## config.mk

```make
export PLATFORM = sky130hd
export DESIGN_NAME = sparse_triplet_matrix_add
export DESIGN_NICKNAME = d
export VERILOG_FILES = /design/src/sv/smadd_pkg.sv /design/src/sv/smadd_ctrl.sv /design/src/sv/smadd_dpath.sv /design/src/sv/sparse_triplet_matrix_add.sv
export SDC_FILE = /design/constraint.sdc
export NUM_CORES = 2
export LEC_CHECK = 0
export BUFFER_PORTS_ARGS = -buffer_cell sky130_fd_sc_hd__buf_2
export CORE_ASPECT_RATIO = 1.2
export CORE_MARGIN = 3
export CORE_UTILIZATION = 63
export CTS_CLUSTER_SIZE = 10
export DETAILED_ROUTE_END_ITERATION = 10
export GPL_TIMING_DRIVEN = 0
export PLACE_DENSITY = 0.9
export SYNTH_ARGS = -nofsm -noshare
export SYNTH_HDL_FRONTEND = slang
export SYNTH_SLANG_ARGS = --single-unit
```

## constraint.sdc

```tcl
create_clock -name clk -period 5.8 [get_ports clk]
set_clock_uncertainty 0.05 [all_clocks]
set_input_delay 0 -clock clk [delete_from_list [all_inputs] [get_ports clk]]
set_output_delay 0 -clock clk [all_outputs]
set_load 0.005 [all_outputs]
```

## src/sv/smadd_pkg.sv

```systemverilog
package smadd_pkg;

	// store geometry
	localparam int DEPTH   = 32;
	localparam int IDX_W   = $clog2(DEPTH);
	localparam int CNT_W   = IDX_W + 1;
	localparam int MAX_DIM = 256;
	localparam int DIM_W   = 9;
	localparam int COORD_W = 8;
	localparam int VAL_W   = 16;
	localparam int SUM_W   = VAL_W + 1;
	localparam int TRIP_W  = 2 * COORD_W + VAL_W;
	localparam int KEY_W   = 2 * COORD_W;

	// input function codes
	typedef enum logic [1:0] {
		FUNC_LOAD_A = 2'd0,
		FUNC_LOAD_B = 2'd1,
		FUNC_MERGE  = 2'd2,
		FUNC_NONE   = 2'd3
	} func_t;

	// result status codes
	typedef enum logic [1:0] {
		STAT_RESULT   = 2'd0,
		STAT_MISMATCH = 2'd1,
		STAT_EMPTY    = 2'd2
	} status_t;

	// configuration register indexes
	typedef enum logic [1:0] {
		REG_A_ROWS    = 2'd0,
		REG_A_COLUMNS = 2'd1,
		REG_B_ROWS    = 2'd2,
		REG_B_COLUMNS = 2'd3
	} reg_idx_t;

	// controller states
	typedef enum logic {
		ST_IDLE  = 1'b0,
		ST_MERGE = 1'b1
	} state_t;

	// commands from controller to datapath
	typedef struct packed {
		logic    load_a;
		logic    load_b;
		logic    start;
		logic    step;
		logic    emit_special;
		status_t special_status;
		logic    finish;
	} smadd_cmd_t;

	// status from datapath to controller
	typedef struct packed {
		logic dims_match;
		logic both_empty;
		logic out_free;
		logic last_step;
	} smadd_stat_t;

endpackage

```

## src/sv/smadd_ctrl.sv

```systemverilog
module smadd_ctrl
	import smadd_pkg::*;
(
	input  logic        clk,
	input  logic        arst_n,
	input  logic        in_valid,
	output logic        in_stall,
	input  logic [1:0]  func,
	input  smadd_stat_t stat,
	output smadd_cmd_t  cmd
);

	state_t state_q;
	state_t state_d;

	// state register
	always_ff @(posedge clk or negedge arst_n) begin
		if (!arst_n) begin
			state_q <= ST_IDLE;
		end else begin
			state_q <= state_d;
		end
	end

	// next state and commands
	always_comb begin
		state_d = state_q;
		cmd     = '0;
		cmd.special_status = STAT_RESULT;
		in_stall = 1'b1;
		case (state_q)
			ST_IDLE: begin
				// a merge may answer at once, so hold input while the output is full
				in_stall = !stat.out_free;
				if (in_valid && !in_stall) begin
					case (func_t'(func))
						FUNC_LOAD_A: cmd.load_a = 1'b1;
						FUNC_LOAD_B: cmd.load_b = 1'b1;
						FUNC_MERGE: begin
							if (!stat.dims_match) begin
								cmd.emit_special   = 1'b1;
								cmd.special_status = STAT_MISMATCH;
								cmd.finish         = 1'b1;
							end else if (stat.both_empty) begin
								cmd.emit_special   = 1'b1;
								cmd.special_status = STAT_EMPTY;
								cmd.finish         = 1'b1;
							end else begin
								cmd.start = 1'b1;
								state_d   = ST_MERGE;
							end
						end
						default: ;
					endcase
				end
			end
			ST_MERGE: begin
				// one result triplet per free output slot
				if (stat.out_free) begin
					cmd.step = 1'b1;
					if (stat.last_step) begin
						cmd.finish = 1'b1;
						state_d    = ST_IDLE;
					end
				end
			end
			default: state_d = ST_IDLE;
		endcase
	end

endmodule

```

## src/sv/smadd_dpath.sv

```systemverilog
module smadd_dpath
	import smadd_pkg::*;
(
	input  logic                     clk,
	input  logic                     arst_n,
	input  logic                     cfg_we,
	input  logic [1:0]               cfg_index,
	input  logic [DIM_W-1:0]         cfg_data,
	input  logic [COORD_W-1:0]       row_index,
	input  logic [COORD_W-1:0]       column_index,
	input  logic signed [VAL_W-1:0]  entry_value,
	input  smadd_cmd_t               cmd,
	output smadd_stat_t              stat,
	output logic                     out_valid,
	input  logic                     out_stall,
	output logic [1:0]               status,
	output logic [COORD_W-1:0]       out_row,
	output logic [COORD_W-1:0]       out_column,
	output logic signed [SUM_W-1:0]  out_value,
	output logic                     last
);

	logic [DIM_W-1:0] a_rows_q, a_columns_q, b_rows_q, b_columns_q;
	logic [TRIP_W-1:0] a_store [DEPTH];
	logic [TRIP_W-1:0] b_store [DEPTH];
	logic [CNT_W-1:0] a_count_q, b_count_q;
	logic [CNT_W-1:0] i_q, j_q, i_d, j_d;
	logic [IDX_W-1:0] a_addr, b_addr;
	logic [TRIP_W-1:0] ta_q, tb_q;

	logic [TRIP_W-1:0] ta, tb, trip_in;
	logic [KEY_W-1:0]  ka, kb;
	logic              a_left, b_left, take_a, take_b, take_both;
	logic signed [SUM_W-1:0] va, vb, res_val;
	logic [COORD_W-1:0] res_row, res_col;

	logic                    out_valid_q;
	status_t                 status_q;
	logic [COORD_W-1:0]      out_row_q, out_column_q;
	logic signed [SUM_W-1:0] out_value_q;
	logic                    last_q;

	// configuration registers
	always_ff @(posedge clk or negedge arst_n) begin
		if (!arst_n) begin
			a_rows_q    <= DIM_W'(MAX_DIM);
			a_columns_q <= DIM_W'(MAX_DIM);
			b_rows_q    <= DIM_W'(MAX_DIM);
			b_columns_q <= DIM_W'(MAX_DIM);
		end else if (cfg_we) begin
			case (reg_idx_t'(cfg_index))
				REG_A_ROWS:    a_rows_q    <= cfg_data;
				REG_A_COLUMNS: a_columns_q <= cfg_data;
				REG_B_ROWS:    b_rows_q    <= cfg_data;
				REG_B_COLUMNS: b_columns_q <= cfg_data;
				default: ;
			endcase
		end
	end

	assign trip_in = {row_index, column_index, entry_value};

	// next read address: the entry the pointers will hold after this edge
	always_comb begin
		if (cmd.start) begin
			a_addr = '0;
			b_addr = '0;
		end else if (cmd.step) begin
			a_addr = i_d[IDX_W-1:0];
			b_addr = j_d[IDX_W-1:0];
		end else begin
			a_addr = i_q[IDX_W-1:0];
			b_addr = j_q[IDX_W-1:0];
		end
	end

	// triplet stores, appended at the fill count and read one step ahead
	always_ff @(posedge clk) begin
		if (cmd.load_a && (a_count_q < CNT_W'(DEPTH))) begin
			a_store[a_count_q[IDX_W-1:0]] <= trip_in;
		end
		if (cmd.load_b && (b_count_q < CNT_W'(DEPTH))) begin
			b_store[b_count_q[IDX_W-1:0]] <= trip_in;
		end
		ta_q <= a_store[a_addr];
		tb_q <= b_store[b_addr];
	end

	// fill counts
	always_ff @(posedge clk or negedge arst_n) begin
		if (!arst_n) begin
			a_count_q <= '0;
			b_count_q <= '0;
		end else if (cmd.finish) begin
			a_count_q <= '0;
			b_count_q <= '0;
		end else begin
			if (cmd.load_a && (a_count_q < CNT_W'(DEPTH))) begin
				a_count_q <= a_count_q + 1'b1;
			end
			if (cmd.load_b && (b_count_q < CNT_W'(DEPTH))) begin
				b_count_q <= b_count_q + 1'b1;
			end
		end
	end

	// merge compare and select
	always_comb begin
		ta        = ta_q;
		tb        = tb_q;
		ka        = ta[TRIP_W-1 -: KEY_W];
		kb        = tb[TRIP_W-1 -: KEY_W];
		va        = SUM_W'(signed'(ta[VAL_W-1:0]));
		vb        = SUM_W'(signed'(tb[VAL_W-1:0]));
		a_left    = i_q < a_count_q;
		b_left    = j_q < b_count_q;
		take_both = a_left && b_left && (ka == kb);
		take_a    = a_left && (!b_left || (ka < kb));
		take_b    = b_left && (!a_left || (ka > kb));
		if (take_b) begin
			res_row = kb[KEY_W-1 -: COORD_W];
			res_col = kb[COORD_W-1:0];
			res_val = vb;
		end else begin
			res_row = ka[KEY_W-1 -: COORD_W];
			res_col = ka[COORD_W-1:0];
			res_val = take_both ? (va + vb) : va;
		end
		i_d = i_q + CNT_W'(take_a || take_both);
		j_d = j_q + CNT_W'(take_b || take_both);
	end

	// merge read pointers
	always_ff @(posedge clk or negedge arst_n) begin
		if (!arst_n) begin
			i_q <= '0;
			j_q <= '0;
		end else if (cmd.start) begin
			i_q <= '0;
			j_q <= '0;
		end else if (cmd.step) begin
			i_q <= i_d;
			j_q <= j_d;
		end
	end

	// output register valid
	always_ff @(posedge clk or negedge arst_n) begin
		if (!arst_n) begin
			out_valid_q <= 1'b0;
		end else if (cmd.step || cmd.emit_special) begin
			out_valid_q <= 1'b1;
		end else if (!out_stall) begin
			out_valid_q <= 1'b0;
		end
	end

	// output register payload
	always_ff @(posedge clk) begin
		if (cmd.emit_special) begin
			status_q     <= cmd.special_status;
			out_row_q    <= '0;
			out_column_q <= '0;
			out_value_q  <= '0;
			last_q       <= 1'b1;
		end else if (cmd.step) begin
			status_q     <= STAT_RESULT;
			out_row_q    <= res_row;
			out_column_q <= res_col;
			out_value_q  <= res_val;
			last_q       <= stat.last_step;
		end
	end

	assign stat.dims_match = (a_rows_q == b_rows_q) && (a_columns_q == b_columns_q);
	assign stat.both_empty = (a_count_q == '0) && (b_count_q == '0);
	assign stat.out_free   = !out_valid_q || !out_stall;
	assign stat.last_step  = (i_d == a_count_q) && (j_d == b_count_q);

	assign out_valid  = out_valid_q;
	assign status     = status_q;
	assign out_row    = out_row_q;
	assign out_column = out_column_q;
	assign out_value  = out_value_q;
	assign last       = last_q;

endmodule

```

## src/sv/sparse_triplet_matrix_add.sv

```systemverilog
// Sparse matrix adder over row-major triplet lists. A load transaction (func 0 or 1)
// appends one (row, column, value) triplet to list A or B; loads into a full list
// (32 triplets) are dropped. A merge transaction (func 2) compares the dimension
// registers, then walks both lists with one compare-and-select step per cycle while
// the output is not stalled, so a merge of na and nb triplets with p matching pairs
// gives na + nb - p result triplets, one per step, with last on the final result; a
// mismatch or two empty lists give a single status result in the cycle after the
// merge is taken. Input is stalled for the whole merge and whenever the output
// register holds a result that is not taken. Every merge empties both lists. Lists
// must be loaded in row-major order for a meaningful sum.
module sparse_triplet_matrix_add
	import smadd_pkg::*;
(
	input  logic                     clk,
	input  logic                     arst_n,
	input  logic                     cfg_we,
	input  logic [1:0]               cfg_index,
	input  logic [DIM_W-1:0]         cfg_data,
	input  logic                     in_valid,
	output logic                     in_stall,
	input  logic [1:0]               func,
	input  logic [COORD_W-1:0]       row_index,
	input  logic [COORD_W-1:0]       column_index,
	input  logic signed [VAL_W-1:0]  entry_value,
	output logic                     out_valid,
	input  logic                     out_stall,
	output logic [1:0]               status,
	output logic [COORD_W-1:0]       out_row,
	output logic [COORD_W-1:0]       out_column,
	output logic signed [SUM_W-1:0]  out_value,
	output logic                     last
);

	smadd_cmd_t  cmd;
	smadd_stat_t stat;

	// sequencer
	smadd_ctrl u_ctrl (
		.clk      (clk),
		.arst_n   (arst_n),
		.in_valid (in_valid),
		.in_stall (in_stall),
		.func     (func),
		.stat     (stat),
		.cmd      (cmd)
	);

	// stores, merge step and output register
	smadd_dpath u_dpath (
		.clk          (clk),
		.arst_n       (arst_n),
		.cfg_we       (cfg_we),
		.cfg_index    (cfg_index),
		.cfg_data     (cfg_data),
		.row_index    (row_index),
		.column_index (column_index),
		.entry_value  (entry_value),
		.cmd          (cmd),
		.stat         (stat),
		.out_valid    (out_valid),
		.out_stall    (out_stall),
		.status       (status),
		.out_row      (out_row),
		.out_column   (out_column),
		.out_value    (out_value),
		.last         (last)
	);

endmodule

```

==> impl_metrics.py <==
metrics = {
    "critical_path": {
        "cp_max_fo": 10,
        "cp-end-kind": "register",
        "crit_type": "reg2reg",
        "required_ns": 6.49,
        "arrival_ns": 6.57,
        "start_kind": "register",
    },
    "yosys": {
        "synth_seq_cells": 2210,
        "yosys_warnings": 0,
        "synth_cell_types": 79,
        "synth_edf_count": 2050,
        "syn-num-nets": 6333,
        "syn_avg_cell_area_um2": 14.1,
        "synth-async-reset-ratio_pct": 2.81,
        "synth.largest_area_cell": "edfxtp_1",
        "yosys_most_used_dff": "edfxtp_1",
        "syn_area_um2": 87600,
        "ys_seq_area_share_pct": 74.3,
        "synth_top_area_share_pct": 70.3,
        "synthCells": 6228,
        "synth_area_leaders": "edfxtp_1, nand2_1, dfxtp_1, nand3_1, o221ai_1",
    },
    "final_layout": {
        "postLayoutCellArea_um2": 101000,
        "layout.nets": 6780,
        "drive_gt1_share_pct": 13.5,
        "fill_cells": 7558,
        "area_growth_pct": 14.8,
    },
    "sta": {
        "min_period_over_period_pct": 101,
        "setup_slack_ns": -0.0811,
        "min_period_ns": 5.88,
        "tightestPinTransition_ns": 1.38,
        "finalHoldViolCount": 0,
        "rsz0062_at_grt": "yes",
        "setup_violations": 8,
        "fmax_mhz": 170,
        "max_slew_margin_pct": 7.41,
        "maxSlewViolCount": 0,
    },
    "floorplan": {
        "die_x_um": 346,
        "num_rows": 149,
        "core_um2": 138000,
        "io_pins": 88,
        "die_h_um": 414,
        "die_area_um2": 144000,
        "start_util_pct": 63.6,
    },
    "place": {
        "portBuffers": 87,
        "dp_slack_ns": -1.83,
        "placedInstanceArea_um2": 92000,
        "gp_congestion": 1.17,
        "place_hpwl_um": 179000,
    },
    "run": {
        "cap_violations": 0,
    },
    "route": {
        "met3WireLength_um": 37700,
        "via_per_inst": 7.21,
        "ant_nets": 0,
        "routed.top_layer": "met5",
        "wirelength_um": 290000,
        "first_iter_violations": 11300,
        "drt-wirelength-per-cell_um": 33.8,
        "wl_met2_um": 132000,
        "drc": 0,
        "routed-via-count": 61900,
        "drt-met1-wl_um": 86000,
        "dr.pass1.iters": 8,
    },
    "global_routing": {
        "grt_use_total_pct": 39.6,
        "grt_pass1_wl_um": 409000,
        "antenna_found_initial": 17,
        "grt_pass1_vias": 60800,
        "overflow": 0,
        "grt_start_max_net_pins": 65,
    },
    "pwr": {
        "p_int_mw": 28.0,
        "p_leak_nw": 33.2,
        "power_mw": 40.8,
        "seqPwrFrac_pct": 44.6,
        "p_switching_mw": 12.8,
        "swShare_pct": 31.4,
        "peakVddDrop_mv": 0.336,
        "combPwrFrac_pct": 22.1,
        "power_density_nw_per_um2": 406,
        "p_clk_share_pct": 33.3,
    },
    "run_status": {
        "failed_checks": "setup timing",
        "status": "finished with violations",
    },
    "clock_network": {
        "clkTransAtPathRegs_ns": 0.06,
        "clock_latency_ns": 0.92,
        "cts_sinks": 2210,
        "h-tree-depth": 4,
        "cts_tree": "yes",
        "clock_path_buffers": 3,
        "clockRootBuffer": "clkbuf_16",
        "numCtsBuffers": 239,
    },
    "min_path": {
        "min_path_type": "in2reg",
    },
}
-- flip-flops by register name, summed over array words and instances, names as in the netlist, 8 cells and up --
signal and cells:
u_dpath.a_columns_q 9, u_dpath.b_columns_q 9, u_dpath.a_store 1024, u_dpath.out_value 17, u_dpath.out_column 8, u_dpath.ta 32, u_dpath.b_store 1024, u_dpath.tb 32
u_dpath.out_row 8, u_dpath.b_rows_q 9, u_dpath.a_rows_q 9
-- logic make-up (layout without fill, tap and decap cells) --
kind of cell / count (synthesis) / in the layout / synth area share, %
mux: 48 / 48 / 0.603
flops: 2210 / 2210 / 74.3
fa+ha+maj: 55 / 55 / 0.794
simple gates: 2083 / 2083 / 10.8
xor+xnor: 52 / 52 / 0.520
buf+inv: 488 / 1024 / 2.56
other cells: 0 / 13 / 0
compound gates: 1292 / 1292 / 10.4
-- synth_stat cells (31+ instances only) --
library cell and count:
a22o_1 31, a31oi_1 137, nor2_1 253, and2_1 193, inv_1 43, clkbuf_1 221
ha_1 54, nand4_1 71, a311oi_1 96, a21oi_1 172, buf_2 145, edfxtp_1 2050
mux2_2 38, dfrtp_1 58, dfxtp_1 98, o211ai_1 66, nor4_2 31, o221ai_1 194
nand3_1 341, o2111ai_1 32, a211oi_1 220, nand2_1 1098, and3_1 42, a21o_1 48
o21ai_0 174, o22ai_1 68
-- cells in the final DEF, fill, tap and decap left out, drive strengths merged, types with 58 or more instances in the layout --
cell,count
edfxtp,2050
buf,363
o211ai,66
dfxtp,98
a211oi,220
o21ai,177
nand4,71
nand3,341
o221ai,194
dfrtp,58
a21oi,175
a311oi,97
nand2,1099
dlygate4sd3,65
and2,193
a31oi,137
nor2,253
clkbuf,531
o22ai,68
-- layer usage --
layer,global-route usage (%),vias up
met3,11.5,1547
met2,61.7,5910
met4,36.3,14
met5,0,-
li1,-,24600
met1,44.1,29800
-- worst paths after layout --
kind                                      startpoint                 endpoint  slack, ns  cells after the start
worst max-delay path            u_dpath.a_count_q[1]           u_dpath.tb[15]      -0.08                     23
worst min-delay path                 entry_value[13]  u_dpath.b_store[20][13]       0.08                      2
worst max register to register  u_dpath.a_count_q[1]           u_dpath.tb[15]      -0.08                     23
worst min register to register    u_dpath.out_row[2]       u_dpath.out_row[2]       0.40                      2
max in group asynchronous                     arst_n     u_dpath.b_count_q[1]       5.18                      4
min in group asynchronous                     arst_n      u_dpath.a_rows_q[8]       0.13                      3
-- power groups by stage --
stage          sequential [mW]  clock (mW)  combinational [mW]
2_1_floorplan             18.3           0                4.65
3_3_place_gp              18.5           0                7.56
3_5_place_dp              18.5           0                7.87
4_1_cts                   18.2        13.4                8.31
5_1_grt                   18.2        14.1                9.32
6_report                  18.2        13.6                9.02
-- through the flow --
stage	instances	hold slack (ns)	TNS [ns]	util (%)
after floorplan	6228	-0.346	0	-
after global placement	8127	0.226	-48.77	65.5
after detailed placement	8181	0.106	-48.71	66.8
after CTS	8567	0.00629	0	72.6
after global routing	8576	0.0602	-0.214	72.9
final	8589	0.0802	-0.286	73.0
-- cell type report --
class	count	area, um^2	area share, %
sequential	2210	65100	64.7
clock inverter	17	392	0.390
multi-input combinational	3530	21700	21.6
buffer	436	2230	2.22
clock buffer	313	6270	6.24
tap	1812	2270	2.26
inverter	48	184	0.183
antenna	13	32.5	0.0324
timing repair buffer	210	2390	2.38
-- worst max-delay path: stages (launching register included) --
cell      delay, ns
dfrtp_2        0.47
inv_1          0.14
ha_1           0.24
a21o_1         0.15
a21o_1         0.17
a21o_1         0.18
a21o_1         0.22
a21o_1         0.23
o21ai_4        0.31
buf_8          0.19
clkbuf_4       0.22
nand2_2        0.15
ha_2           0.28
nand2_1        0.07
nor2_1         0.04
a311o_2        0.40
buf_6          0.20
buf_6          0.17
buf_2          0.22
a211oi_1       0.29
a311oi_2       0.13
a21oi_4        0.72
a22o_1         0.33
nor4_2         0.07
-- what timing repair did --
item / in CTS / in global routing
pin swaps: 18 / 20
setup buffers: 0 / 3
hold buffers: 57 / 9
endpoints found under the setup margin: 47 / 42
endpoints found under the hold margin: 1263 / 576
gates resized for setup: 185 / 96
Power figures use the tool's default switching activity.
